## config.mk

```make
export PLATFORM = sky130hd
export DESIGN_NAME = masked_byte_pattern_scanner
export DESIGN_NICKNAME = d
export VERILOG_FILES = /design/src/rtl/mbps_pkg.sv /design/src/rtl/mbps_cfg.sv /design/src/rtl/mbps_window.sv /design/src/rtl/mbps_match.sv /design/src/rtl/masked_byte_pattern_scanner.sv
export SDC_FILE = /design/constraint.sdc
export NUM_CORES = 2
export LEC_CHECK = 0
export ABC_CLOCK_PERIOD_IN_PS = 13830
export BUFFER_PORTS_ARGS = -buffer_cell sky130_fd_sc_hd__buf_4
export CAP_MARGIN = 20
export CORE_MARGIN = 2
export CORE_UTILIZATION = 50
export CTS_CLUSTER_SIZE = 28
export DETAILED_ROUTE_END_ITERATION = 8
export PLACE_DENSITY = 0.67
export SLEW_MARGIN = 10
export SYNTH_ARGS = -nofsm -noshare
export SYNTH_HDL_FRONTEND = slang
export SYNTH_SLANG_ARGS = --single-unit
```

## constraint.sdc

```tcl
create_clock -name clk_i -period 13.83 [get_ports clk_i]
set_input_delay 1.383 -clock clk_i [delete_from_list [all_inputs] [get_ports clk_i]]
set_output_delay 1.383 -clock clk_i [all_outputs]
set_load 0.05 [all_outputs]
```

## src/rtl/mbps_pkg.sv

```systemverilog
// Shared types and constants for the masked byte pattern scanner.
`timescale 1ns / 1ps

package mbps_pkg;

  localparam int unsigned MaxPatternBytes = 32;
  localparam int unsigned PatternRegBytes = 32;
  localparam int unsigned CfgIndexWidth   = 3;
  localparam int unsigned CfgDataWidth    = 64;
  localparam int unsigned AddrWidth       = 64;
  localparam int unsigned LenWidth        = 6;

  typedef logic [7:0] byte_t;

  typedef enum logic [CfgIndexWidth-1:0] {
    CFG_PATTERN_LENGTH = 3'd0,
    CFG_WILDCARD_MASK  = 3'd1,
    CFG_PATTERN_WORD_0 = 3'd2,
    CFG_PATTERN_WORD_1 = 3'd3,
    CFG_PATTERN_WORD_2 = 3'd4,
    CFG_PATTERN_WORD_3 = 3'd5,
    CFG_FIRST_ONLY     = 3'd6
  } cfg_idx_e;

  typedef struct packed {
    logic [LenWidth-1:0]                pattern_length;
    logic [PatternRegBytes-1:0]         wildcard_mask;
    logic [PatternRegBytes-1:0][7:0]    pattern;
    logic                               first_only;
  } cfg_t;

endpackage

```

## src/rtl/mbps_cfg.sv

```systemverilog
// Configuration register file of the scanner.
`timescale 1ns / 1ps

module mbps_cfg (
  input  logic                                clk_i,
  input  logic                                rst_ni,
  input  logic                                cfg_wr_en_i,
  input  logic [mbps_pkg::CfgIndexWidth-1:0]  cfg_index_i,
  input  logic [mbps_pkg::CfgDataWidth-1:0]   cfg_data_i,
  output mbps_pkg::cfg_t                      cfg_o
);

  mbps_pkg::cfg_t cfg_q;

  always_ff @(posedge clk_i or negedge rst_ni) begin
    if (!rst_ni) begin
      cfg_q.pattern_length <= mbps_pkg::LenWidth'(1);
      cfg_q.wildcard_mask  <= '0;
      cfg_q.pattern        <= '0;
      cfg_q.first_only     <= 1'b0;
    end else if (cfg_wr_en_i) begin
      case (cfg_index_i)
        mbps_pkg::CFG_PATTERN_LENGTH: begin
          cfg_q.pattern_length <= cfg_data_i[mbps_pkg::LenWidth-1:0];
        end
        mbps_pkg::CFG_WILDCARD_MASK: begin
          cfg_q.wildcard_mask <= cfg_data_i[mbps_pkg::PatternRegBytes-1:0];
        end
        mbps_pkg::CFG_PATTERN_WORD_0: begin
          cfg_q.pattern[0 +: 8] <= cfg_data_i;
        end
        mbps_pkg::CFG_PATTERN_WORD_1: begin
          cfg_q.pattern[8 +: 8] <= cfg_data_i;
        end
        mbps_pkg::CFG_PATTERN_WORD_2: begin
          cfg_q.pattern[16 +: 8] <= cfg_data_i;
        end
        mbps_pkg::CFG_PATTERN_WORD_3: begin
          cfg_q.pattern[24 +: 8] <= cfg_data_i;
        end
        mbps_pkg::CFG_FIRST_ONLY: begin
          cfg_q.first_only <= cfg_data_i[0];
        end
        default: begin
          // unknown index: ignore
        end
      endcase
    end
  end

  assign cfg_o = cfg_q;

endmodule

```

## src/rtl/mbps_window.sv

```systemverilog
// Byte window shift register and region fill counter.
`timescale 1ns / 1ps

module mbps_window #(
  parameter int unsigned MAX_PATTERN_BYTES = mbps_pkg::MaxPatternBytes,
  localparam int unsigned FW = $clog2(MAX_PATTERN_BYTES + 1)
) (
  input  logic                                   clk_i,
  input  logic                                   rst_ni,
  input  logic                                   advance_i,
  input  mbps_pkg::byte_t                        data_i,
  input  logic                                   region_i,
  output logic [MAX_PATTERN_BYTES-1:0][7:0]      win_next_o,
  output logic [FW-1:0]                          fill_next_o
);

  logic [MAX_PATTERN_BYTES-1:0][7:0] win_q;
  logic [FW-1:0]                     fill_q;
  logic [FW-1:0]                     fill_d;

  // Entry k holds the byte taken k items ago; stale entries are masked by the fill count.
  always_comb begin
    win_next_o[0] = data_i;
    for (int unsigned j = 1; j < MAX_PATTERN_BYTES; j++) begin
      win_next_o[j] = win_q[j-1];
    end
  end

  always_comb begin
    if (region_i) begin
      fill_d = FW'(1);
    end else if (fill_q == FW'(MAX_PATTERN_BYTES)) begin
      fill_d = fill_q;
    end else begin
      fill_d = fill_q + FW'(1);
    end
  end

  assign fill_next_o = fill_d;

  always_ff @(posedge clk_i) begin
    if (advance_i) begin
      win_q <= win_next_o;
    end
  end

  always_ff @(posedge clk_i or negedge rst_ni) begin
    if (!rst_ni) begin
      fill_q <= '0;
    end else if (advance_i) begin
      fill_q <= fill_d;
    end
  end

  a_fill_bounded: assert property (@(posedge clk_i) disable iff (!rst_ni)
    fill_q <= FW'(MAX_PATTERN_BYTES))
    else $error("fill count above window depth");

endmodule

```

## src/rtl/mbps_match.sv

```systemverilog
// Parallel masked compare of the window against the pattern.
`timescale 1ns / 1ps

module mbps_match #(
  parameter int unsigned MAX_PATTERN_BYTES = mbps_pkg::MaxPatternBytes,
  localparam int unsigned FW = $clog2(MAX_PATTERN_BYTES + 1),
  localparam int unsigned IW = (MAX_PATTERN_BYTES > 1) ? $clog2(MAX_PATTERN_BYTES) : 1
) (
  input  mbps_pkg::cfg_t                      cfg_i,
  input  logic [MAX_PATTERN_BYTES-1:0][7:0]   win_i,
  input  logic [FW-1:0]                       fill_i,
  input  logic [mbps_pkg::AddrWidth-1:0]      addr_i,
  output logic                                hit_o,
  output logic [mbps_pkg::AddrWidth-1:0]      match_addr_o
);

  logic [FW-1:0]                len_eff;
  logic [MAX_PATTERN_BYTES-1:0] pos_ok;

  // Clamp an overlong length to the window depth.
  always_comb begin
    if ({1'b0, cfg_i.pattern_length} > 7'(MAX_PATTERN_BYTES)) begin
      len_eff = FW'(MAX_PATTERN_BYTES);
    end else begin
      len_eff = FW'(cfg_i.pattern_length);
    end
  end

  for (genvar k = 0; k < MAX_PATTERN_BYTES; k++) begin : g_pos
    logic [FW-1:0]   idx_full;
    mbps_pkg::byte_t win_byte;
    mbps_pkg::byte_t pat_byte;
    logic            wild;

    // Pattern byte k arrived len-1-k items ago.
    assign idx_full = len_eff - FW'(1) - FW'(k);
    assign win_byte = win_i[idx_full[IW-1:0]];

    if (k < mbps_pkg::PatternRegBytes) begin : g_cfg
      assign pat_byte = cfg_i.pattern[k];
      assign wild     = cfg_i.wildcard_mask[k];
    end else begin : g_zero
      assign pat_byte = '0;
      assign wild     = 1'b0;
    end

    assign pos_ok[k] = (FW'(k) >= len_eff) || wild || (win_byte == pat_byte);
  end

  assign hit_o = (len_eff != '0) && (fill_i >= len_eff) && (&pos_ok);
  assign match_addr_o = addr_i - mbps_pkg::AddrWidth'(len_eff) + mbps_pkg::AddrWidth'(1);

endmodule

```

## src/rtl/masked_byte_pattern_scanner.sv

```systemverilog
// Top level of the masked byte pattern scanner.
//
//  channel | direction | handshake                  | payload
//  --------+-----------+----------------------------+----------------------------------------
//  input   | in        | in_valid_i / in_stall_o    | data_byte_i, byte_address_i,
//          |           |                            | region_start_i, scan_start_i
//  result  | out       | out_valid_o / out_stall_i  | match_found_o, match_address_o
//  config  | in        | cfg_wr_en_i                | cfg_index_i, cfg_data_i
//
// One item per cycle unless out_stall_i holds the result; an item is taken into the input
// register, and its result is then captured in the result register, the two registers
// around the window compare.
// Reset clears the fill count, the found flag and both valid flags; configuration
// returns to length one, no wildcards, zero pattern, all matches reported.
// A stalled result holds the result register; the input register still takes one more
// item, and in_stall_o rises only when both registers are full.
`timescale 1ns / 1ps

module masked_byte_pattern_scanner #(
  parameter int unsigned MAX_PATTERN_BYTES = mbps_pkg::MaxPatternBytes
) (
  input  logic                                clk_i,
  input  logic                                rst_ni,
  input  logic                                cfg_wr_en_i,
  input  logic [mbps_pkg::CfgIndexWidth-1:0]  cfg_index_i,
  input  logic [mbps_pkg::CfgDataWidth-1:0]   cfg_data_i,
  input  logic                                in_valid_i,
  output logic                                in_stall_o,
  input  logic [7:0]                          data_byte_i,
  input  logic [mbps_pkg::AddrWidth-1:0]      byte_address_i,
  input  logic                                region_start_i,
  input  logic                                scan_start_i,
  output logic                                out_valid_o,
  input  logic                                out_stall_i,
  output logic                                match_found_o,
  output logic [mbps_pkg::AddrWidth-1:0]      match_address_o
);

  localparam int unsigned FW = $clog2(MAX_PATTERN_BYTES + 1);

  mbps_pkg::cfg_t cfg;

  logic                              s1_valid_q;
  logic                              s1_valid_d;
  mbps_pkg::byte_t                   s1_data_q;
  logic [mbps_pkg::AddrWidth-1:0]    s1_addr_q;
  logic                              s1_region_q;
  logic                              s1_scan_q;

  logic                              out_valid_q;
  logic                              match_found_q;
  logic [mbps_pkg::AddrWidth-1:0]    match_address_q;

  logic                              found_q;
  logic                              found_d;

  logic                              in_accept;
  logic                              out_ready;
  logic                              s1_adv;

  logic [MAX_PATTERN_BYTES-1:0][7:0] win_next;
  logic [FW-1:0]                     fill_next;
  logic                              hit_raw;
  logic                              report;
  logic [mbps_pkg::AddrWidth-1:0]    hit_addr;

  mbps_cfg u_cfg (
    .clk_i       (clk_i),
    .rst_ni      (rst_ni),
    .cfg_wr_en_i (cfg_wr_en_i),
    .cfg_index_i (cfg_index_i),
    .cfg_data_i  (cfg_data_i),
    .cfg_o       (cfg)
  );

  assign out_ready  = !out_valid_q || !out_stall_i;
  assign s1_adv     = s1_valid_q && out_ready;
  assign in_stall_o = s1_valid_q && !out_ready;
  assign in_accept  = in_valid_i && !in_stall_o;
  assign s1_valid_d = in_accept || (s1_valid_q && !s1_adv);

  always_ff @(posedge clk_i or negedge rst_ni) begin
    if (!rst_ni) begin
      s1_valid_q <= 1'b0;
    end else begin
      s1_valid_q <= s1_valid_d;
    end
  end

  always_ff @(posedge clk_i) begin
    if (in_accept) begin
      s1_data_q   <= data_byte_i;
      s1_addr_q   <= byte_address_i;
      s1_region_q <= region_start_i;
      s1_scan_q   <= scan_start_i;
    end
  end

  mbps_window #(
    .MAX_PATTERN_BYTES (MAX_PATTERN_BYTES)
  ) u_window (
    .clk_i       (clk_i),
    .rst_ni      (rst_ni),
    .advance_i   (s1_adv),
    .data_i      (s1_data_q),
    .region_i    (s1_region_q),
    .win_next_o  (win_next),
    .fill_next_o (fill_next)
  );

  mbps_match #(
    .MAX_PATTERN_BYTES (MAX_PATTERN_BYTES)
  ) u_match (
    .cfg_i        (cfg),
    .win_i        (win_next),
    .fill_i       (fill_next),
    .addr_i       (s1_addr_q),
    .hit_o        (hit_raw),
    .match_addr_o (hit_addr)
  );

  // Drop repeat matches in first-only mode until the next scan.
  assign found_d = s1_scan_q ? 1'b0 : found_q;
  assign report  = hit_raw && !(cfg.first_only && found_d);

  always_ff @(posedge clk_i or negedge rst_ni) begin
    if (!rst_ni) begin
      found_q <= 1'b0;
    end else if (s1_adv) begin
      found_q <= found_d || report;
    end
  end

  always_ff @(posedge clk_i or negedge rst_ni) begin
    if (!rst_ni) begin
      out_valid_q <= 1'b0;
    end else if (out_ready) begin
      out_valid_q <= s1_valid_q;
    end
  end

  always_ff @(posedge clk_i) begin
    if (s1_adv) begin
      match_found_q   <= report;
      match_address_q <= report ? hit_addr : '0;
    end
  end

  assign out_valid_o     = out_valid_q;
  assign match_found_o   = match_found_q;
  assign match_address_o = match_address_q;

  a_stall_only_when_full: assert property (@(posedge clk_i) disable iff (!rst_ni)
    in_stall_o |-> (s1_valid_q && out_valid_q))
    else $error("input stalled with a free register");

  a_report_sets_found: assert property (@(posedge clk_i) disable iff (!rst_ni)
    (s1_adv && report) |=> found_q)
    else $error("reported match did not set the found flag");

  a_no_match_zero_addr: assert property (@(posedge clk_i) disable iff (!rst_ni)
    (out_valid_q && !match_found_q) |-> (match_address_q == '0))
    else $error("non-match result carries an address");

endmodule

```

# Word level (Yosys, flattened, before mapping)

Cells that the tools add are included.

Word-level logic and storage cells: 375
Input bits: 146
Register bits after elaboration: 691
Latch bits: 0
Output and inout port bits: 67
Bits in writable memories: 0
Bits in read-only memories: 0
Memories kept: 0

Bitwise logic cells: 0
Multipliers: 0
Shift operators: 0
Divide/modulo/power cells: 0
Reduce and logical (&&, ||, !) cells: 91
Add/subtract/negate cells: 35
Eq/ne operators: 39
Mux-type cells: 68
Magnitude comparators: 66

Operators with widths:

| operator                                                         | count |
|---|---|
| binary-select mux 8 bit (select 5 bit)                           | 32 |
| == test 8 bit                                                    | 32 |
| two-way mux 8 bit                                                | 32 |
| < comparator 5 x 6 -> 1 bit, second input constant               | 32 |
| greater-or-equal comparator 5 x 6 -> 1 bit, first input constant | 16 |
| subtractor 5 bit, second input constant                          | 16 |
| logical OR 1 bit                                                 | 67 |
| adder 64 x 1 -> 64 bit, second input constant                    | 1 |
| subtractor 64 x 6 -> 64 bit                                      | 1 |
| greater-or-equal comparator 4 x 6 -> 1 bit, first input constant | 8 |
| subtractor 5 x 4 -> 5 bit, second input constant                 | 8 |
| AND reduction 32 bit                                             | 1 |
| greater-or-equal comparator 3 x 6 -> 1 bit, first input constant | 4 |
| subtractor 5 x 3 -> 5 bit, second input constant                 | 4 |
| two-way mux 6 bit                                                | 3 |
| AND reduction 2 bit                                              | 7 |
| greater-or-equal comparator 1 x 6 -> 1 bit, first input constant | 2 |
| greater-or-equal comparator 2 x 6 -> 1 bit, first input constant | 2 |
| subtractor 5 x 1 -> 5 bit, second input constant                 | 2 |
| subtractor 5 x 2 -> 5 bit, second input constant                 | 2 |
| == test 3 bit, second input constant                             | 3 |
| logical AND 1 bit                                                | 8 |
| adder 6 x 1 -> 6 bit, second input constant                      | 1 |
| == test 3 x 2 -> 1 bit, second input constant                    | 2 |
| other kinds (8)                                                  | 13 |

# Longest topological paths before layout

Word-level depth: 12
Depth in mapped cells: 34
Depth with buffers taken out: 20

# Cells and area by module

Synthesis repeated with hierarchy kept, for this count alone.

Cell total of the unflattened synthesis: 3,868
Area total of the unflattened synthesis: 48,283.8 um2

By module, submodules not included:

| module                      | seq. area each (um2) | area an instance (um2) | instances | cells an instance |
|---|---|---|---|---|
| mbps_match                  | 0.0                  | 24,415.9               | 1         | 2,704 |
| mbps_cfg                    | 7,383.3              | 11,093.1               | 1         | 629 |
| mbps_window                 | 7,597.3              | 7,981.4                | 1         | 310 |
| masked_byte_pattern_scanner | 4,249.1              | 4,793.3                | 1         | 225 |

# Least setup slack after synthesis

No wires, ideal clock.

Path type: input to register
Start point: input port out_stall_i
End point: register u_window.fill_q[4]
Buffers on the path: 0
Stages on the path: 4
Data arrival time: 8.561 ns
Library setup time: 0.098 ns
Slack: 5.171 ns
Data required time: 13.732 ns
Cell sequence: nand2_1 -> nand2_1 -> inv_1 -> mux2_2

Word-level cells in the longest chain between the ends: 3

Ends and longest elaborated chain:

| item                   | line                              | RTL |
|---|---|---|
| start: declaration     | masked_byte_pattern_scanner.sv:34 | `input logic out_stall_i,` |
| zero test 1 bit        | masked_byte_pattern_scanner.sv:76 | `assign out_ready = !out_valid_q \|\| !out_stall_i;` |
| logical OR 1 bit       | masked_byte_pattern_scanner.sv:76 |  |
| logical AND 1 bit      | masked_byte_pattern_scanner.sv:77 | `assign s1_adv = s1_valid_q && out_ready;` |
| net s1_adv             | masked_byte_pattern_scanner.sv:59 | `logic s1_adv;` |
| end signal: assignment | mbps_window.sv:51                 | `fill_q <= fill_d;` |
| end: declaration       | mbps_window.sv:18                 | `logic [FW-1:0] fill_q;` |

The timed path passes the listed nets, and every way through them passes these cells.
A chain may end at the register's enable or synchronous reset.

# Worst setup path in the final report

Start point: register u_cfg.cfg_q, in the netlist u_cfg.cfg_o[289]
End point: register match_address_q, in the netlist match_address_o[55] (data pin)

Word-level cells in the longest chain between the ends: 11
Elaborated cells between the ends (all ways): 234
Classes of those cells: 34 x add/sub; 34 x order compare; 32 x eq/ne; 65 x mux; 69 x reduce/logical

Ends and longest elaborated chain:

| item                                              | line                               | RTL |
|---|---|---|
| start: declaration                                | mbps_cfg.sv:13                     | `mbps_pkg::cfg_t cfg_q;` |
| greater-than comparator 6 bit                     | mbps_match.sv:22                   | `if ({1'b0, cfg_i.pattern_length} > 7'(MAX_PATTERN_BYTES)) begin` |
| two-way mux 6 bit (*)                             | mbps_match.sv:22                   |  |
| subtractor 5 x 1 -> 5 bit                         | mbps_match.sv:36                   | `assign idx_full = len_eff - FW'(1) - FW'(k);` |
| subtractor 5 x 1 -> 5 bit (tied with other cells) | mbps_match.sv:36                   |  |
| binary-select mux 8 bit (select 5 bit)            | mbps_match.sv:37                   | `assign win_byte = win_i[idx_full[IW-1:0]];` |
| two-way mux 8 bit (not written as such)           | mbps_match.sv:37                   |  |
| == test 8 bit                                     | mbps_match.sv:47                   | `assign pos_ok[k] = (FW'(k) >= len_eff) \|\| wild \|\| (win_byte == pat_byte);` |
| logical OR 1 bit                                  | mbps_match.sv:47                   |  |
| AND reduction 32 bit                              | mbps_match.sv:50                   | `assign hit_o = (len_eff != '0) && (fill_i >= len_eff) && (&pos_ok);` |
| logical AND 1 bit                                 | mbps_match.sv:50                   |  |
| logical AND 1 bit                                 | masked_byte_pattern_scanner.sv:124 | `assign report = hit_raw && !(cfg.first_only && found_d);` |
| end signal: assignment                            | masked_byte_pattern_scanner.sv:145 | `match_address_q <= report ? hit_addr : '0;` |
| end: declaration                                  | masked_byte_pattern_scanner.sv:52  | `logic [mbps_pkg::AddrWidth-1:0] match_address_q;` |

Every way passes the cells marked *; elsewhere a longest branch is shown, timed or not. The select of a mux whose other input is x is not followed.

==> results.tsv <==
stage	metric	value	unit
clock_tree	clock_latency	700	ps
clock_tree	cts_setup_buffers	0	
yosys	synthFlopType	edfxtp_1	
yosys	async_flop_share	44.0	%
die	die_h	320	microns
cells_and_area	drive_gt1_share	23.7	%
pwr	fin_total_pwr	13100	uW
worst_setup_path	cp-start-kind	flop	
clock_tree	tritoncts	done	
yosys	seq_area_frac_synth	38.6	%
yosys	synth_edf_count	387	
clock_tree	cts.htree.levels	3	
yosys	synthCells	4287	
global_routing	grt_max_degree	158	
placed_design	dp_cells	5597	
worst_setup_path	r2r_slack	4400	ps
placed_design	place.detailed.hpwl	135	mm
outcome	status	finished clean	
die	boundaryPins	213	
die	die_area	0.102	sq mm
worst_setup_path	critPathKind	flop to flop	
cells_and_area	fin_nets	4632	
hold_path	hp-class	flop to flop	
die	initial_core_util	50.5	%
detailed_routing	via_per_inst	6.79	
sta	slew_headroom	8.67	%
clock_tree	clockRootBuffer	clkbuf_16	
detailed_routing	wl_per_cell	31.3	microns
global_routing	antenna_found_initial	4	
clock_tree	cts_buffer_depth	3	
clock_tree	cts_hold_buf	0	
pwr	ir_drop	0.138	mV
sta	slew_violations	0	
yosys	synth_cell_type_count	105	
die	die_w	320	microns
sta	period_share	68.2	%
cells_and_area	antennaDiodeCount	0	
detailed_routing	first_pass_iters	6	
die	fp.coreArea	0.0986	sq mm
cells_and_area	layout.cells.non_filler	5746	
placed_design	routabilityCongestion	1.05	
sta	worstMarginPinSlew	1370	ps
clock_tree	cts_resized	0	
pwr	cellLeakagePower	0.0219	uW
detailed_routing	drtIter0Drc	5711	
cells_and_area	utilization	55.9	%
sta	tns	0	ps
yosys	syn_area	0.0498	sq mm
sta	period_needed	9430	ps
global_routing	overflow	0	
global_routing	grt_pass1_wl	260	mm
pwr	pwr_density_cell	238	mW/mm^2
detailed_routing	drtAntennaViolNets	0	
sta	setup_violations	0	
global_routing	grt.total_usage	34.7	%
sta	max_freq	106	MHz
worst_setup_path	crit_fanout	121	
worst_setup_path	end_kind	flop	
global_routing	grt_pass1_vias	37100	
yosys	syn_avg_cell_area	11.6	sq um
detailed_routing	vias	39000	
yosys	syn_nets	4527	
detailed_routing	finalWirelength	180	mm
yosys	ys_ff_latch	691	
detailed_routing	drc_errors	0	
cells_and_area	area_growth	10.6	%
clock_tree	cts_made_buffers	80	
die	row_count	115	
placed_design	io_buffers	212	
sta	clock_skew	28.9	ps
sta	finalHoldViolCount	0	
clock_tree	cts.reportedPaths.clkPinSlew	60	ps
clock_tree	clkSinkCount	691	
yosys	yosysWarningCount	0	
worst_setup_path	cp.arrival	9940	ps
worst_setup_path	worstPathRequired	14340	ps
flow_run	maxCapViolCount	0	
sta	grt_setup_unrepaired	false	
## where the power goes
part | internal (uW) | leakage [uW] | total (uW) | switching [uW]
Clock | 1220 | 0.00129 | 2170 | 951
Sequential | 2490 | 0.00740 | 2870 | 373
Combinational | 3210 | 0.0132 | 8050 | 4840
Total | 6920 | 0.0219 | 13100 | 6160
## logic make-up (layout without fill, tap and decap cells)
group / count (synthesis) / count (layout) / synth area share, %
flops: 691 / 691 / 38.6
xor+xnor: 447 / 447 / 7.94
compound gates: 786 / 786 / 10.8
fa+ha+maj: 94 / 94 / 2.38
mux: 1072 / 1072 / 28.3
buf+inv: 366 / 538 / 3.43
simple gates: 831 / 831 / 8.48
## sequential cells by signal, indices dropped and copies added, names as in the netlist
signal / cells
s1_data_q: 8
u_window.fill_q: 6
s1_scan_q: 1
s1_valid_q: 1
s1_region_q: 1
match_found_o: 1
match_address_o: 64
out_valid_o: 1
s1_addr_q: 64
u_cfg.cfg_o: 295
found_q: 1
u_window.win_next_o: 248
## cells in the mapped netlist (all sizes together), types with 14 or more instances
master  count  share of area, %
mux2i     518                10
edfxtp    387                23
mux2      319               7.2
dfrtp     303                15
xnor2     283               5.0
nand2     245               1.9
mux4      235                11
nor2      187               1.6
a21oi     170               1.7
xor2      164               2.9
buf       137               1.7
clkbuf    123              0.93
o21ai     114               1.1
inv       106              0.81
ha         93               2.3
a22oi      89               1.3
nand3      74              0.74
nor3       61              0.62
o22ai      58              0.73
a31oi      39              0.49
nand4      39              0.49
a211oi     37              0.58
a21o       30              0.45
nand2b     30              0.38
nor4       30              0.41
and3       28              0.36
nor2b      28              0.37
o31ai      22              0.33
a211o      21              0.37
a32oi      20              0.35
and2       20              0.25
or3        20              0.25
nor3b      18              0.28
and3b      17              0.30
a221oi     16              0.29
a22o       14              0.25
## metrics by stage
stage          area, sq um  worst slack (ps)  hold WS [ps]
2_1_floorplan        49800              5170           454
3_3_place_gp         52400              4890           470
3_5_place_dp         52400              4700           482
4_1_cts              55100              4700           495
5_1_grt              55100              4170           511
6_report             55100              4400           496
## layer usage
metal | global-route usage [%] | routed length (microns) | up-vias
met1 | 44.8 | 68300 | 19500
met5 | 0 | 20 | -
li1 | - | - | 16700
met3 | 9.80 | 20800 | 484
met4 | 21.1 | 12900 | 2
met2 | 51.8 | 77700 | 2373
## final cells by class
type                            instances  area [sq um]
Multi-Input combinational cell       3230         29000
Fill cell                            8262         43500
Clock buffer                          108          2250
Sequential cell                       691         19200
Clock inverter                         41           405
Inverter                              106           414
Tap cell                             1287          1610
Timing Repair Buffer                  283          2170
## worst max-delay path, cell delays in order (launching register included)
cell       delay (ps)
dfstp_2           910
nor2b_4           360
buf_12            700
ha_4              520
inv_2             440
buf_4             780
ha_1              300
a21oi_1            80
o211ai_1          550
xnor2_2           170
buf_4             530
mux2i_1           380
xnor2_1           120
o41ai_1           380
nand3_1           110
a2111oi_0         880
buf_4             250
o311ai_0          130
or4_4             680
buf_4             420
nor4_4            360
## worst paths after layout
| check | startpoint | endpoint | cells after the start |
|---|---|---|---|
| max | u_cfg.cfg_o[289]$_DFFE_PN1P_ | match_address_o[55]$_SDFFCE_PN0P_ | 20 |
| min | s1_valid_q$_DFF_PN0_ | out_valid_o$_DFFE_PN0P_ | 1 |
| max reg2reg | u_cfg.cfg_o[289]$_DFFE_PN1P_ | match_address_o[55]$_SDFFCE_PN0P_ | 20 |
| min reg2reg | s1_valid_q$_DFF_PN0_ | out_valid_o$_DFFE_PN0P_ | 1 |
| max in group asynchronous | rst_ni | u_cfg.cfg_o[251]$_DFFE_PN0P_ | 3 |
| min in group asynchronous | rst_ni | u_cfg.cfg_o[81]$_DFFE_PN0P_ | 1 |
## placed cells by master, fill, tap and decap left out, types with 35 or more instances in the layout
| master | count |
|---|---|
| buf_4 | 279 |
| a21oi_1 | 170 |
| nand3_1 | 74 |
| xnor2_1 | 275 |
| ha_1 | 92 |
| mux2i_1 | 515 |
| a22oi_1 | 89 |
| dfrtp_1 | 302 |
| o21ai_0 | 111 |
| xor2_1 | 163 |
| mux4_2 | 235 |
| edfxtp_1 | 387 |
| o22ai_1 | 58 |
| nand2_1 | 244 |
| nor3_1 | 58 |
| mux2_2 | 319 |
| a31oi_1 | 39 |
| a211oi_1 | 35 |
| clkbuf_16 | 83 |
| inv_1 | 98 |
| nor2_1 | 156 |
| nand4_1 | 39 |
No activity file was read; power rests on OpenSTA's default activity.
